--- src/design/hbr_pkg.sv ---
// ----------------------------------------------------------------------------
// hbr_pkg
// Shared types, request codes and constants for the HID boot request and
// idle reporter.
// ----------------------------------------------------------------------------
package hbr_pkg;

  localparam logic [1:0] ACT_TICK  = 2'd0;
  localparam logic [1:0] ACT_SETUP = 2'd1;
  localparam logic [1:0] ACT_LED   = 2'd2;
  localparam logic [1:0] ACT_READY = 2'd3;

  localparam logic [7:0] RQ_GET_REPORT   = 8'd1;
  localparam logic [7:0] RQ_GET_IDLE     = 8'd2;
  localparam logic [7:0] RQ_GET_PROTOCOL = 8'd3;
  localparam logic [7:0] RQ_SET_REPORT   = 8'd9;
  localparam logic [7:0] RQ_SET_IDLE     = 8'd10;
  localparam logic [7:0] RQ_SET_PROTOCOL = 8'd11;

  localparam logic [1:0] REQ_TYPE_CLASS = 2'b01;

  localparam logic       CFG_MOUSE_IF    = 1'b0;
  localparam logic       CFG_MOUSE_BYTES = 1'b1;

  localparam logic [7:0] MOUSE_IF_RESET    = 8'd1;
  localparam logic [2:0] MOUSE_BYTES_RESET = 3'd3;
  localparam logic [3:0] KBD_REPORT_LEN    = 4'd8;
  localparam logic [7:0] KBD_IDLE_DEFAULT  = 8'd125;
  localparam logic [7:0] MOUSE_IDLE_DEFAULT = 8'd0;
  localparam logic [7:0] PROTOCOL_DEFAULT  = 8'd1;
  localparam logic [7:0] LEDS_DEFAULT      = 8'hff;

  localparam int QDEPTH = 2;
  localparam int QPTR_W = $clog2(QDEPTH);
  localparam int QCNT_W = $clog2(QDEPTH + 1);

  typedef enum logic [3:0] {
    OP_NONE,
    OP_TICK,
    OP_GET_REPORT,
    OP_SET_REPORT,
    OP_GET_IDLE,
    OP_SET_IDLE,
    OP_GET_PROTOCOL,
    OP_SET_PROTOCOL,
    OP_LED,
    OP_MARK
  } op_e;

  typedef struct packed {
    op_e        op;
    logic       is_mouse;
    logic [7:0] arg;
    logic       flag;
    logic       kbd_rdy;
    logic       mouse_rdy;
  } cmd_t;

  typedef struct packed {
    logic [3:0] reply_len;
    logic [7:0] reply_byte;
    logic       expect_out_data;
    logic       send_kbd;
    logic       send_mouse;
    logic [7:0] led_state;
    logic       led_changed;
  } res_t;

endpackage

--- src/design/hbr_front.sv ---
// ----------------------------------------------------------------------------
// hbr_front
// Classifies an incoming item into a compact command for the back end.
// ----------------------------------------------------------------------------
module hbr_front import hbr_pkg::*; (
  input  logic [1:0]  action_i,
  input  logic [7:0]  elapsed_units_i,
  input  logic [7:0]  request_type_i,
  input  logic [7:0]  request_code_i,
  input  logic [15:0] value_word_i,
  input  logic [15:0] index_word_i,
  input  logic [15:0] length_word_i,
  input  logic [7:0]  led_byte_i,
  input  logic        report_for_mouse_i,
  input  logic        keyboard_ep_ready_i,
  input  logic        mouse_ep_ready_i,
  input  logic [7:0]  mouse_if_i,
  output cmd_t        cmd_o
);

  logic is_mouse;
  logic is_class;

  assign is_mouse = (index_word_i == {8'd0, mouse_if_i});
  assign is_class = (request_type_i[6:5] == REQ_TYPE_CLASS);

  always_comb begin
    cmd_o           = '0;
    cmd_o.op        = OP_NONE;
    cmd_o.kbd_rdy   = keyboard_ep_ready_i;
    cmd_o.mouse_rdy = mouse_ep_ready_i;
    case (action_i)
      ACT_TICK: begin
        cmd_o.op  = OP_TICK;
        cmd_o.arg = elapsed_units_i;
      end
      ACT_SETUP: begin
        cmd_o.is_mouse = is_mouse;
        if (is_class) begin
          case (request_code_i)
            RQ_GET_REPORT:   cmd_o.op = OP_GET_REPORT;
            RQ_GET_IDLE:     cmd_o.op = OP_GET_IDLE;
            RQ_GET_PROTOCOL: cmd_o.op = OP_GET_PROTOCOL;
            RQ_SET_REPORT: begin
              cmd_o.op   = OP_SET_REPORT;
              cmd_o.flag = !is_mouse && (length_word_i == 16'd1);
            end
            RQ_SET_IDLE: begin
              cmd_o.op  = OP_SET_IDLE;
              cmd_o.arg = value_word_i[15:8];
            end
            RQ_SET_PROTOCOL: begin
              cmd_o.op  = OP_SET_PROTOCOL;
              cmd_o.arg = value_word_i[7:0];
            end
            default: cmd_o.op = OP_NONE;
          endcase
        end
      end
      ACT_LED: begin
        cmd_o.op  = OP_LED;
        cmd_o.arg = led_byte_i;
      end
      ACT_READY: begin
        cmd_o.op       = OP_MARK;
        cmd_o.is_mouse = report_for_mouse_i;
      end
      default: cmd_o.op = OP_NONE;
    endcase
  end

endmodule

--- src/design/hbr_queue.sv ---
// ----------------------------------------------------------------------------
// hbr_queue
// Short command queue between the front and the back end.
// ----------------------------------------------------------------------------
module hbr_queue import hbr_pkg::*; (
  input  logic clk_i,
  input  logic rst_ni,
  input  logic push_valid_i,
  output logic push_ready_o,
  input  cmd_t push_cmd_i,
  output logic pop_valid_o,
  input  logic pop_ready_i,
  output cmd_t pop_cmd_o
);

  cmd_t              mem_q [QDEPTH];
  logic [QPTR_W-1:0] wr_ptr_q, wr_ptr_d;
  logic [QPTR_W-1:0] rd_ptr_q, rd_ptr_d;
  logic [QCNT_W-1:0] cnt_q, cnt_d;
  logic              push, pop;

  assign push_ready_o = (cnt_q != QCNT_W'(QDEPTH));
  assign pop_valid_o  = (cnt_q != '0);
  assign pop_cmd_o    = mem_q[rd_ptr_q];
  assign push         = push_valid_i && push_ready_o;
  assign pop          = pop_valid_o && pop_ready_i;

  always_comb begin
    wr_ptr_d = wr_ptr_q;
    rd_ptr_d = rd_ptr_q;
    cnt_d    = cnt_q;
    if (push) begin
      wr_ptr_d = (wr_ptr_q == QPTR_W'(QDEPTH - 1)) ? '0 : wr_ptr_q + 1'b1;
    end
    if (pop) begin
      rd_ptr_d = (rd_ptr_q == QPTR_W'(QDEPTH - 1)) ? '0 : rd_ptr_q + 1'b1;
    end
    if (push && !pop) begin
      cnt_d = cnt_q + 1'b1;
    end else if (pop && !push) begin
      cnt_d = cnt_q - 1'b1;
    end
  end

  always_ff @(posedge clk_i or negedge rst_ni) begin
    if (!rst_ni) begin
      wr_ptr_q <= '0;
      rd_ptr_q <= '0;
      cnt_q    <= '0;
    end else begin
      wr_ptr_q <= wr_ptr_d;
      rd_ptr_q <= rd_ptr_d;
      cnt_q    <= cnt_d;
    end
  end

  always_ff @(posedge clk_i) begin
    if (push) begin
      mem_q[wr_ptr_q] <= push_cmd_i;
    end
  end

endmodule

--- src/design/hbr_back.sv ---
// ----------------------------------------------------------------------------
// hbr_back
// Executes commands against the interface state and registers one result.
// ----------------------------------------------------------------------------
module hbr_back import hbr_pkg::*; (
  input  logic       clk_i,
  input  logic       rst_ni,
  input  logic       cmd_valid_i,
  output logic       cmd_ready_o,
  input  cmd_t       cmd_i,
  input  logic [2:0] mouse_bytes_i,
  output logic       res_valid_o,
  input  logic       res_ready_i,
  output res_t       res_o
);

  logic [7:0] kbd_rate_q, kbd_rate_d;
  logic [7:0] mouse_rate_q, mouse_rate_d;
  logic [7:0] kbd_proto_q, kbd_proto_d;
  logic [7:0] mouse_proto_q, mouse_proto_d;
  logic [7:0] kbd_time_q, kbd_time_d;
  logic [7:0] mouse_time_q, mouse_time_d;
  logic       kbd_dirty_q, kbd_dirty_d;
  logic       mouse_dirty_q, mouse_dirty_d;
  logic [7:0] leds_q, leds_d;
  logic       res_valid_q;
  res_t       res_q, res_d;
  logic       take;
  logic [7:0] kbd_sum, mouse_sum;

  assign cmd_ready_o = !res_valid_q || res_ready_i;
  assign take        = cmd_valid_i && cmd_ready_o;
  assign res_valid_o = res_valid_q;
  assign res_o       = res_q;
  assign kbd_sum     = kbd_time_q + cmd_i.arg;
  assign mouse_sum   = mouse_time_q + cmd_i.arg;

  always_comb begin
    kbd_rate_d    = kbd_rate_q;
    mouse_rate_d  = mouse_rate_q;
    kbd_proto_d   = kbd_proto_q;
    mouse_proto_d = mouse_proto_q;
    kbd_time_d    = kbd_time_q;
    mouse_time_d  = mouse_time_q;
    kbd_dirty_d   = kbd_dirty_q;
    mouse_dirty_d = mouse_dirty_q;
    leds_d        = leds_q;
    res_d         = '0;
    case (cmd_i.op)
      OP_TICK: begin
        if (kbd_rate_q != 8'd0) begin
          kbd_time_d = kbd_sum;
          if (kbd_sum >= kbd_rate_q) begin
            kbd_time_d  = 8'd0;
            kbd_dirty_d = 1'b1;
          end
        end
        if (mouse_rate_q != 8'd0) begin
          mouse_time_d = mouse_sum;
          if (mouse_sum >= mouse_rate_q) begin
            mouse_time_d  = 8'd0;
            mouse_dirty_d = 1'b1;
          end
        end
        if (kbd_dirty_d && cmd_i.kbd_rdy) begin
          res_d.send_kbd = 1'b1;
          kbd_dirty_d    = 1'b0;
        end
        if (mouse_dirty_d && cmd_i.mouse_rdy) begin
          res_d.send_mouse = 1'b1;
          mouse_dirty_d    = 1'b0;
        end
      end
      OP_GET_REPORT: begin
        res_d.reply_len = cmd_i.is_mouse ? {1'b0, mouse_bytes_i} : KBD_REPORT_LEN;
      end
      OP_SET_REPORT: res_d.expect_out_data = cmd_i.flag;
      OP_GET_IDLE: begin
        res_d.reply_len  = 4'd1;
        res_d.reply_byte = cmd_i.is_mouse ? mouse_rate_q : kbd_rate_q;
      end
      OP_SET_IDLE: begin
        if (cmd_i.is_mouse) begin
          mouse_rate_d = cmd_i.arg;
        end else begin
          kbd_rate_d = cmd_i.arg;
        end
      end
      OP_GET_PROTOCOL: begin
        res_d.reply_len  = 4'd1;
        res_d.reply_byte = cmd_i.is_mouse ? mouse_proto_q : kbd_proto_q;
      end
      OP_SET_PROTOCOL: begin
        if (cmd_i.is_mouse) begin
          mouse_proto_d = cmd_i.arg;
        end else begin
          kbd_proto_d = cmd_i.arg;
        end
      end
      OP_LED: begin
        if (cmd_i.arg != leds_q) begin
          leds_d            = cmd_i.arg;
          res_d.led_changed = 1'b1;
        end
      end
      OP_MARK: begin
        if (cmd_i.is_mouse) begin
          mouse_dirty_d = 1'b1;
        end else begin
          kbd_dirty_d = 1'b1;
        end
      end
      default: ;
    endcase
    res_d.led_state = leds_d;
  end

  always_ff @(posedge clk_i or negedge rst_ni) begin
    if (!rst_ni) begin
      kbd_rate_q    <= KBD_IDLE_DEFAULT;
      mouse_rate_q  <= MOUSE_IDLE_DEFAULT;
      kbd_proto_q   <= PROTOCOL_DEFAULT;
      mouse_proto_q <= PROTOCOL_DEFAULT;
      kbd_time_q    <= 8'd0;
      mouse_time_q  <= 8'd0;
      kbd_dirty_q   <= 1'b0;
      mouse_dirty_q <= 1'b0;
      leds_q        <= LEDS_DEFAULT;
      res_valid_q   <= 1'b0;
    end else begin
      if (take) begin
        kbd_rate_q    <= kbd_rate_d;
        mouse_rate_q  <= mouse_rate_d;
        kbd_proto_q   <= kbd_proto_d;
        mouse_proto_q <= mouse_proto_d;
        kbd_time_q    <= kbd_time_d;
        mouse_time_q  <= mouse_time_d;
        kbd_dirty_q   <= kbd_dirty_d;
        mouse_dirty_q <= mouse_dirty_d;
        leds_q        <= leds_d;
        res_valid_q   <= 1'b1;
      end else if (res_ready_i) begin
        res_valid_q <= 1'b0;
      end
    end
  end

  always_ff @(posedge clk_i) begin
    if (take) begin
      res_q <= res_d;
    end
  end

endmodule

--- src/design/hid_boot_request_and_idle_reporter.sv ---
// ----------------------------------------------------------------------------
// hid_boot_request_and_idle_reporter
// An input enters the queue; the back end then registers its result.
// Throughput: one item per cycle while out_ready_i takes each result.
// The 2-entry command queue and the result register decouple both sides.
// Reset clears all interface state to its defaults; no clearing pass.
// ----------------------------------------------------------------------------
module hid_boot_request_and_idle_reporter import hbr_pkg::*; (
  input  logic        clk_i,
  input  logic        rst_ni,
  input  logic        cfg_we_i,
  input  logic        cfg_idx_i,
  input  logic [7:0]  cfg_data_i,
  input  logic        in_valid_i,
  output logic        in_ready_o,
  input  logic [1:0]  action_i,
  input  logic [7:0]  elapsed_units_i,
  input  logic [7:0]  request_type_i,
  input  logic [7:0]  request_code_i,
  input  logic [15:0] value_word_i,
  input  logic [15:0] index_word_i,
  input  logic [15:0] length_word_i,
  input  logic [7:0]  led_byte_i,
  input  logic        report_for_mouse_i,
  input  logic        keyboard_ep_ready_i,
  input  logic        mouse_ep_ready_i,
  output logic        out_valid_o,
  input  logic        out_ready_i,
  output logic [3:0]  reply_len_o,
  output logic [7:0]  reply_byte_o,
  output logic        expect_out_data_o,
  output logic        send_keyboard_report_o,
  output logic        send_mouse_report_o,
  output logic [7:0]  led_state_o,
  output logic        led_changed_o
);

  logic [7:0] mouse_if_q;
  logic [2:0] mouse_bytes_q;
  cmd_t       front_cmd;
  cmd_t       head_cmd;
  logic       head_valid;
  logic       head_ready;
  res_t       res;

  always_ff @(posedge clk_i or negedge rst_ni) begin
    if (!rst_ni) begin
      mouse_if_q    <= MOUSE_IF_RESET;
      mouse_bytes_q <= MOUSE_BYTES_RESET;
    end else if (cfg_we_i) begin
      if (cfg_idx_i == CFG_MOUSE_IF) begin
        mouse_if_q <= cfg_data_i;
      end else if (cfg_idx_i == CFG_MOUSE_BYTES) begin
        mouse_bytes_q <= cfg_data_i[2:0];
      end
    end
  end

  hbr_front u_front (
    .action_i            (action_i),
    .elapsed_units_i     (elapsed_units_i),
    .request_type_i      (request_type_i),
    .request_code_i      (request_code_i),
    .value_word_i        (value_word_i),
    .index_word_i        (index_word_i),
    .length_word_i       (length_word_i),
    .led_byte_i          (led_byte_i),
    .report_for_mouse_i  (report_for_mouse_i),
    .keyboard_ep_ready_i (keyboard_ep_ready_i),
    .mouse_ep_ready_i    (mouse_ep_ready_i),
    .mouse_if_i          (mouse_if_q),
    .cmd_o               (front_cmd)
  );

  hbr_queue u_queue (
    .clk_i        (clk_i),
    .rst_ni       (rst_ni),
    .push_valid_i (in_valid_i),
    .push_ready_o (in_ready_o),
    .push_cmd_i   (front_cmd),
    .pop_valid_o  (head_valid),
    .pop_ready_i  (head_ready),
    .pop_cmd_o    (head_cmd)
  );

  hbr_back u_back (
    .clk_i         (clk_i),
    .rst_ni        (rst_ni),
    .cmd_valid_i   (head_valid),
    .cmd_ready_o   (head_ready),
    .cmd_i         (head_cmd),
    .mouse_bytes_i (mouse_bytes_q),
    .res_valid_o   (out_valid_o),
    .res_ready_i   (out_ready_i),
    .res_o         (res)
  );

  assign reply_len_o            = res.reply_len;
  assign reply_byte_o           = res.reply_byte;
  assign expect_out_data_o      = res.expect_out_data;
  assign send_keyboard_report_o = res.send_kbd;
  assign send_mouse_report_o    = res.send_mouse;
  assign led_state_o            = res.led_state;
  assign led_changed_o          = res.led_changed;

endmodule
--- config.mk ---
export PLATFORM = sky130hd
export DESIGN_NAME = hid_boot_request_and_idle_reporter
export DESIGN_NICKNAME = d
export VERILOG_FILES = /design/src/design/hbr_pkg.sv /design/src/design/hbr_front.sv /design/src/design/hbr_queue.sv /design/src/design/hbr_back.sv /design/src/design/hid_boot_request_and_idle_reporter.sv
export SDC_FILE = /design/constraint.sdc
export NUM_CORES = 1
export LEC_CHECK = 0
export CORE_MARGIN = 1
export CORE_UTILIZATION = 50
export DETAILED_ROUTE_END_ITERATION = 7
export DONT_BUFFER_PORTS = 1
export GPL_TIMING_DRIVEN = 0
export PLACE_DENSITY = 0.67
export SETUP_SLACK_MARGIN = 0.1
export SYNTH_ARGS = -nofsm -noshare
export SYNTH_HDL_FRONTEND = slang
export SYNTH_SLANG_ARGS = --single-unit
--- constraint.sdc ---
create_clock -name clk_i -period 3.83 [get_ports clk_i]
set_clock_uncertainty 0.2 [all_clocks]
set_input_delay 0.5745 -clock clk_i [delete_from_list [all_inputs] [get_ports clk_i]]
set_output_delay 0.5745 -clock clk_i [all_outputs]
set_load 0.05 [all_outputs]
* After elaboration in Yosys (flattened, before gate mapping) *
Memory sizes are Yosys's and may differ from the RTL's.
Cells that the tools add are included.
W data, S select, Z words.

storage, ports and cells
  flip-flop bits (word level) = 98
  memories kept = 1
  word-level logic and storage cells = 129
  memory bits (writable) = 32
  input bits = 99
  output and inout port bits = 26

memory list
  memory         words  bits a word  rd ports  clocked after memory_dff  wr ports  RTL line         source
  u_queue.mem_q  2      16           1         0                         1         hbr_queue.sv:16  cmd_t mem_q [QDEPTH];

cells by class
  mux-type cells = 41
  order comparisons = 2
  bitwise logic cells = 2
  reductions and logical operators = 30
  equality and inequality tests = 25
  $add $sub $neg = 6

operator list
  cell                   count
  $mux W8                6
  $pmux W8 S2            2
  $eq A8 B4 Y1 const B   3
  $pmux W8 S3            1
  $reduce_and A3 Y1      8
  $mux W1                21
  $pmux W3 S6            1
  $add A8 B8 Y8          2
  $eq A16 B1 Y1 const B  1
  $eq A16 B8 Y1          1
  $eq A4 B3 Y1 const B   4
  $eq A8 B2 Y1 const B   2
  $ge A8 B8 Y1           2
  $pmux W4 S4            1
  $reduce_bool A8 Y1     2
  $mux W9                1
  $eq A4 B2 Y1 const B   2
  $eq A4 B4 Y1 const B   2
  $eq A8 B1 Y1 const B   1
  $mux W4                2
  $ne A8 B8 Y1           1
  $pmux W4 S2            1
  $reduce_bool A2 Y1     4
  $logic_and A1 B1 Y1    7
  other kinds (16)       28

* Depth between registers and ports, before layout *
Gate-level depths: netlist (run 1).
An unclocked memory read counts as a cell.

  depth in word-level cells = 9
  depth in mapped cells = 17
  gate-level depth less buffers = 16

* By module *
From an unflattened synthesis (run 1), not the netlist that was laid out.

second synthesis, totals
  cells, all modules = 540
  area total of the unflattened synthesis = 6990.5 um^2

modules (own cells, without submodules)
  module                              area an instance (um^2)  seq. area each (um^2)  times used  cells each
  hbr_back                            4610.7                   2217.1                 1           382
  hbr_queue                           1402.6                   1061.0                 1           68
  hbr_front                           515.5                    0.0                    1           65
  hid_boot_request_and_idle_reporter  461.7                    279.0                  1           25

* Worst setup path before layout (run 1) *
Ideal clock, no wire load.

  kind = reg2reg
  from = register u_queue.rd_ptr_q
  to = register u_back.res_q (netlist bit u_back.res_o[9]) (data pin)
  library setup time = 0.176 ns
  path buffers = 1
  period minus slack after synthesis = 3.864 ns
  slack = -0.034 ns
  arrival = 3.488 ns
  required time = 3.454 ns
  stages on the path, launching flop included = 17
  cells stage by stage = dfrtp_1 > buf_6 > mux2i_2 > inv_1 > ha_1 > fa_1 > a21oi_1 > o21ai_0 > o21a_1 > nor2_1 > xor2_1 > inv_1 > ha_1 > o2111ai_1 > o21ai_1 > a21oi_1 > nor4_1

RTL lines
  element                 RTL line         source
  start, declared         hbr_queue.sv:18  logic [QPTR_W-1:0] rd_ptr_q, rd_ptr_d;
  start signal, assigned  hbr_queue.sv:52  rd_ptr_q <= rd_ptr_d;
  end signal, assigned    hbr_back.sv:150  res_q <= res_d;
  end, declared           hbr_back.sv:27   res_t res_q, res_d;

==> flow_summary.json, run 1 <==
{
  "worst-endpoint-arrival_ns": 3.72,
  "power.share.switching": 0.420,
  "post_synth_inst_count": 590,
  "share_of_the_clock_period_used_by_the_worst_path": 0.983,
  "post-synth-top-area-cell": "sky130_fd_sc_hd__edfxtp_1",
  "worst_setup_path_start_kind": "flop",
  "synth_sequential_area_ratio": 0.521,
  "dp_hpwl_mm": 11.1,
  "cap_viol_max_count": 0,
  "largest_family_of_logic_cells_by_synthesized_area": "compound AO/OA/AOI/OAI gates",
  "power.share.combinational": 0.471,
  "synth_ff_type": "sky130_fd_sc_hd__edfxtp_1",
  "power_density_over_cell_area_mw_per_mm2": 1040,
  "placement.io_buffers": 0,
  "max-vdd-ir-drop_v": 0.000578,
  "nets": 770,
  "setup_viol_count_final": 0,
  "route.vias.total": 4849,
  "internal_power_mw": 4.98,
  "synthAdderAreaFrac": 0.0626,
  "cp_top_family": "compound AO/OA/AOI/OAI gates",
  "reg2reg_setup_slack_ns": 0.07,
  "yosys-mux-area-fraction": 0.105,
  "synth_edf_count": 56,
  "synth_fp_nets": 722,
  "register_containing_the_most_flip_flops_in_the_final_layout": "u_queue.mem_q",
  "final_number_of_hold_violating_endpoints": 0,
  "timing.setup.critical_path_class": "reg2reg",
  "count_of_state_elements_after_synthesis": 130,
  "dpl-instance-area_sq_mm": 0.00706,
  "timing_worst_slew_pin_value_ns": 0.991,
  "share_of_cells_above_drive_strength_1": 0.275,
  "num_io_pins": 125,
  "maximum_number_of_pins_on_one_net_before_global_route_repair": 75,
  "slew_headroom": 0.333,
  "critical_path_depth": 17,
  "via_count_of_the_first_global_routing_pass": 4862,
  "globalRoute.totalOverflow": 0,
  "synth-simple-area-share": 0.113,
  "netlist-cell-type-count": 52,
  "wl_per_cell_um": 20.0,
  "timing.critical_path.buf_inv": 4,
  "cts.path.max_buffers": 2,
  "power.leakage_nw": 3.43,
  "p_seq_frac": 0.335,
  "cts_htree_levels": 4,
  "unrepaired_setup_endpoints_after_global_routing": "yes",
  "via_per_inst": 5.86,
  "tritoncts": "yes",
  "worst_reg2reg_path_depth": 17,
  "start_util": 0.514,
  "areaGrowthSynthToFinish_pct": 20.8,
  "synth-compound-area-share": 0.118,
  "synth_largest_type_area_fraction": 0.246,
  "avgSynthCellArea_sq_um": 11.6,
  "worst_hold_path.num_cells": 0,
  "firstDrtPassIters": 5,
  "yosysMostFrequentCell": "sky130_fd_sc_hd__nand2_1",
  "cp-end-kind": "flop",
  "diodes": 0,
  "dr_drc_count": 0,
  "clkSlewWorstSetupHoldPaths_ns": 0.06,
  "post_synthesis_instance_area_sq_mm": 0.00683,
  "floorplan.die_area_sq_mm": 0.0141,
  "floorplan.die.width_um": 119,
  "number_of_nets_with_antenna_violations_after_detailed_routing": 0,
  "cts_inserted_buffers": 17,
  "layout_min_cycle_time_ns": 3.76,
  "placement_rows": 42,
  "hold_class": "in2reg",
  "max_freq_mhz": 266,
  "slowest_cell_on_the_critical_path": "sky130_fd_sc_hd__fa_2",
  "gp_routability_congestion": 0.866,
  "status": "complete, no violations",
  "asyncSetResetFlopFracSynth": 0.569,
  "chipHeight_um": 119,
  "worst-endpoint-required_ns": 3.78,
  "clock-root-buffer": "sky130_fd_sc_hd__clkbuf_16",
  "cts.sink_count": 130,
  "number_of_antenna_violations_at_the_first_check_in_global_routing": 0,
  "path_max_fanout": 6,
  "crit_chain": "buf_6, mux2i_4, inv_4, buf_4, fa_2, a21oi_4, o21ai_2, o21a_1, nor2_2, xor2_1, inv_1, ha_4, a21o_1, a21oi_2, o21ai_4, a21oi_1, nor4_1",
  "detail_route.wirelength_mm": 16.5,
  "place_inst": 766,
  "clockPowerShare": 0.194,
  "cpPeakStageDelay_ns": 0.41,
  "layout.cell_area.non_filler_sq_mm": 0.00826,
  "synth_top_cells_by_count": "sky130_fd_sc_hd__nand2_1 (63), sky130_fd_sc_hd__edfxtp_1 (56), sky130_fd_sc_hd__dfrtp_1 (55)",
  "total_switching_power_mw": 3.60,
  "maxSlewViolCount": 0,
  "largest_register_ffs": 32,
  "gr-usage-all-layers": 0.236,
  "clkLatencyLatePin_ns": 0.42,
  "xor_and_xnor_area_share_after_synthesis": 0.0436,
  "coreArea_sq_mm": 0.0133,
  "drtIter0Drc": 284,
  "yosysWarningCount": 0,
  "layoutNonFillerInstCount": 827,
  "synth.area.top_cells": "sky130_fd_sc_hd__edfxtp_1 (25%), sky130_fd_sc_hd__dfrtp_1 (20%), sky130_fd_sc_hd__dfstp_2 (7.3%)",
  "grt_first_pass_wirelength_mm": 25.3,
  "num-fill-cells": 1052
}
[repair_timing]
item                                    4_1_cts  5_1_grt
endpoints found under the hold margin        74        0
pin swaps                                     6       32
resized for setup                            23       43
hold buffers                                  2        0
setup buffers                                11       16
endpoints found under the setup margin       20       19
[path summary, 6_finish.rpt]
kind | start | to
setup / recovery | u_queue.rd_ptr_q | u_back.res_o[9]
hold / removal | keyboard_ep_ready_i | u_queue.mem_q[0][1]
setup reg to reg | u_queue.rd_ptr_q | u_back.res_o[9]
hold reg to reg | u_back.kbd_proto_q[5] | u_back.kbd_proto_q[5]
max in group asynchronous | rst_ni | u_back.kbd_rate_q[4]
min in group asynchronous | rst_ni | mouse_bytes_q[2]
[cells in the final DEF, fill, tap and decap left out, types with 22 or more instances in the layout]
cell type                  Yosys  layout
sky130_fd_sc_hd__xnor2_1      23      23
sky130_fd_sc_hd__buf_4         1      22
sky130_fd_sc_hd__nor2_1       29      26
sky130_fd_sc_hd__o21ai_0      30      28
sky130_fd_sc_hd__dfrtp_1      55      55
sky130_fd_sc_hd__ha_1         31      24
sky130_fd_sc_hd__a21oi_1      37      30
sky130_fd_sc_hd__edfxtp_1     56      56
sky130_fd_sc_hd__nand2_1      63      63
sky130_fd_sc_hd__inv_1        31      25
[through the flow]
stage / worst slack, ns / util / setup TNS (ns) / hold WS, ns / power [mW]
final: 0.0659 / 0.621 / 0 / 0.0508 / 8.58
after global routing: -0.0813 / 0.621 / -0.545 / 0.0340 / 9.04
after CTS: 0.0877 / 0.593 / 0 / 0.0381 / 7.79
after detailed placement: -0.742 / 0.531 / -9.86 / 0.0797 / 5.69
after global placement: -0.616 / 0.531 / -8.32 / 0.0803 / 5.54
after floorplan: 0.0535 / - / 0 / 0.0789 / 4.94
[routing by layer]
metal	part of all wire	up-vias	track usage
met5	0	-	0
met4	0.016	0	0.0823
li1	-	2241	-
met2	0.50	154	0.380
met1	0.43	2437	0.310
met3	0.055	17	0.0613
[cells by family after synthesis]
group                    Yosys count
buffers and inverters             54
multiplexers                      53
AO/OA/AOI/OAI                    132
flip-flops                       130
adder cells (fa/ha/maj)           33
XOR/XNOR                          34
AND/OR/NAND/NOR                  154
[power by group through the flow]
stage	Clock, mW	Sequential [mW]	Combinational (mW)
after floorplan	0	2.75	2.20
after global placement	0	2.84	2.70
after detailed placement	0	2.87	2.81
after CTS	1.67	2.86	3.26
after global routing	1.74	2.92	4.38
final	1.66	2.88	4.04
[cell type report]
cell class | count | area (sq um) | share of cell area
Sequential cell | 130 | 3560 | 0.431
Multi-Input combinational cell | 406 | 3340 | 0.405
Clock buffer | 21 | 493 | 0.0597
Timing Repair Buffer | 29 | 263 | 0.0318
Tap cell | 176 | 220 | 0.0267
Buffer | 23 | 135 | 0.0164
Inverter | 31 | 124 | 0.0150
Clock inverter | 11 | 123 | 0.0148
No activity file was read; power rests on OpenSTA's default activity.
==> inputs of run 2 (changes only) <==
CELL_PAD_IN_SITES_DETAIL_PLACEMENT = 0   (was default)
CELL_PAD_IN_SITES_GLOBAL_PLACEMENT = 2   (was default)
CORE_UTILIZATION = 38   (was 50)
PLACE_DENSITY = 0.75   (was 0.67)
==> flow_summary.json, run 2 (synthesized netlist as in run 1, its figures left out) <==
{
  "status": "complete, no violations",
  "cts_htree_levels": 4,
  "globalRoute.totalOverflow": 0,
  "route.vias.total": 4670,
  "register_containing_the_most_flip_flops_in_the_final_layout": "u_queue.mem_q",
  "dpl-instance-area_sq_mm": 0.00712,
  "fin_total_pwr_mw": 8.21,
  "slew_headroom": 0.129,
  "dr_drc_count": 0,
  "power.share.combinational": 0.458,
  "unrepaired_setup_endpoints_after_global_routing": "yes",
  "layout_common_cells": "sky130_fd_sc_hd__nand2_1 (63), sky130_fd_sc_hd__edfxtp_1 (56), sky130_fd_sc_hd__dfrtp_1 (55)",
  "floorplan.die_area_sq_mm": 0.0185,
  "num_io_pins": 125,
  "timing.critical_path.buf_inv": 5,
  "maxSlewViolCount": 0,
  "internal_power_mw": 4.75,
  "layout_min_cycle_time_ns": 3.66,
  "timing.setup.critical_path_class": "reg2reg",
  "tritoncts": "yes",
  "crit_chain": "buf_6, mux2i_4, inv_2, ha_2, fa_2, a21oi_2, o21ai_2, o21a_1, nor2_2, xor2_1, inv_1, ha_4, a21o_1, a21oi_2, o21ai_4, buf_6, buf_4, o21ai_1",
  "placement.io_buffers": 0,
  "slowest_cell_on_the_critical_path": "sky130_fd_sc_hd__fa_2",
  "cp-end-kind": "flop",
  "largest_register_ffs": 32,
  "worst_setup_path_start_kind": "flop",
  "maximum_number_of_pins_on_one_net_before_global_route_repair": 75,
  "setup_viol_count_final": 0,
  "gp_routability_congestion": 0.823,
  "share_of_the_clock_period_used_by_the_worst_path": 0.956,
  "cts.sink_count": 130,
  "worst-endpoint-arrival_ns": 3.80,
  "dp_hpwl_mm": 11.8,
  "hold_class": "in2reg",
  "layout.cell_area.non_filler_sq_mm": 0.00824,
  "detail_route.wirelength_mm": 16.8,
  "post-place-ws_ns": -1.20,
  "floorplan.die.width_um": 136,
  "diodes": 0,
  "reg2reg_setup_slack_ns": 0.17,
  "start_util": 0.392,
  "cp_top_family": "compound AO/OA/AOI/OAI gates",
  "wl_per_cell_um": 19.3,
  "worst_reg2reg_path_depth": 18,
  "firstDrtPassIters": 4,
  "final_number_of_hold_violating_endpoints": 0,
  "worst-endpoint-required_ns": 3.97,
  "chipHeight_um": 136,
  "clockPowerShare": 0.194,
  "timing_worst_slew_pin_value_ns": 1.30,
  "layout_commonest_cell": "sky130_fd_sc_hd__nand2_1",
  "cpPeakStageDelay_ns": 0.35,
  "grt_first_pass_wirelength_mm": 26.3,
  "worst_hold_path.num_cells": 0,
  "reg2reg_to": "u_back.mouse_time_q[1]",
  "number_of_antenna_violations_at_the_first_check_in_global_routing": 0,
  "worst_r2r_startpoint": "u_queue.rd_ptr_q",
  "max_freq_mhz": 273,
  "p_seq_frac": 0.349,
  "cts.path.max_buffers": 2,
  "gr-usage-all-layers": 0.194,
  "clock-root-buffer": "sky130_fd_sc_hd__clkbuf_16",
  "cts_inserted_buffers": 17,
  "power.share.switching": 0.422,
  "total_switching_power_mw": 3.46,
  "share_of_cells_above_drive_strength_1": 0.264,
  "fin_ws_ns": 0.170,
  "max-vdd-ir-drop_v": 0.000401,
  "holdWs_ns": 0.0545,
  "placement_rows": 48,
  "holdCritStartpoint": "mouse_ep_ready_i",
  "via_per_inst": 5.36,
  "number_of_nets_with_antenna_violations_after_detailed_routing": 0,
  "coreArea_sq_mm": 0.0174,
  "nets": 766,
  "power_density_over_cell_area_mw_per_mm2": 997,
  "drtIter0Drc": 218,
  "path_max_fanout": 7,
  "areaGrowthSynthToFinish_pct": 20.5,
  "min_delay_worst_endpoint": "u_queue.mem_q[0][0]",
  "cap_viol_max_count": 0,
  "clkSlewWorstSetupHoldPaths_ns": 0.06,
  "via_count_of_the_first_global_routing_pass": 4778,
  "clkLatencyLatePin_ns": 0.42,
  "power.leakage_nw": 3.39
}
[run 2: cell count changes in the layout (fill, tap and decap cells not counted), moves of 3 or more]
cell                      before  now
sky130_fd_sc_hd__buf_6         9    6
sky130_fd_sc_hd__o21ai_1       7   10
sky130_fd_sc_hd__o21ai_2       8    5
sky130_fd_sc_hd__o31ai_1       0    4
[run 2: metal layers]
layer | track usage | vias up | routed length, um
li1 | - | 2244 | -
met1 | 0.259 | 2261 | 7610
met2 | 0.307 | 145 | 8200
met3 | 0.0358 | 20 | 703
met4 | 0.0877 | 0 | 304
met5 | 0 | - | 0
[run 2: layout make-up]
class | count | area, sq um
inverter | 31 | 124
sequential | 130 | 3560
multi-input combinational | 406 | 3340
tap | 225 | 282
clock buffer | 20 | 447
clock inverter | 12 | 133
timing repair buffer | 25 | 221
buffer | 23 | 135
fill | 1582 | 9180
[run 2: how the worst max path moves through the flow]
stage | from | end | slack, ns | cells after the start
after floorplan | u_queue.rd_ptr_q | u_back.res_o[9] | 0.05 | 17
after global placement | u_queue.rd_ptr_q | u_back.res_o[10] | -1.23 | 16
after detailed placement | u_queue.rd_ptr_q | u_back.res_o[10] | -1.20 | 16
after CTS | u_queue.rd_ptr_q | u_back.res_o[10] | 0.10 | 14
after global routing | u_queue.rd_ptr_q | u_back.mouse_time_q[1] | 0.01 | 18
final | u_queue.rd_ptr_q | u_back.mouse_time_q[1] | 0.17 | 18
[run 2: power by group through the flow]
stage | registers, mW | logic (mW) | clock network (mW)
final | 2.86 | 3.76 | 1.59
after global routing | 2.93 | 4.12 | 1.68
after CTS | 2.86 | 3.50 | 1.62
after detailed placement | 2.87 | 2.87 | 0
after global placement | 2.85 | 2.80 | 0
after floorplan | 2.75 | 2.20 | 0
[run 2: timing repair]
item	4_1_cts	5_1_grt
endpoints found under the hold margin	74	0
pin swaps	13	22
endpoints found under the setup margin	20	19
hold buffers	2	0
resized for setup	44	16
buffers inserted	14	9
[run 2: metrics by stage]
| step | setup TNS, ns | util | cells |
|---|---|---|---|
| floorplan | 0 | - | 590 |
| global placement | -11.43 | 0.409 | 815 |
| detailed placement | -11.69 | 0.409 | 815 |
| CTS | 0 | 0.464 | 863 |
| global route | 0 | 0.473 | 872 |
| finish | 0 | 0.473 | 872 |
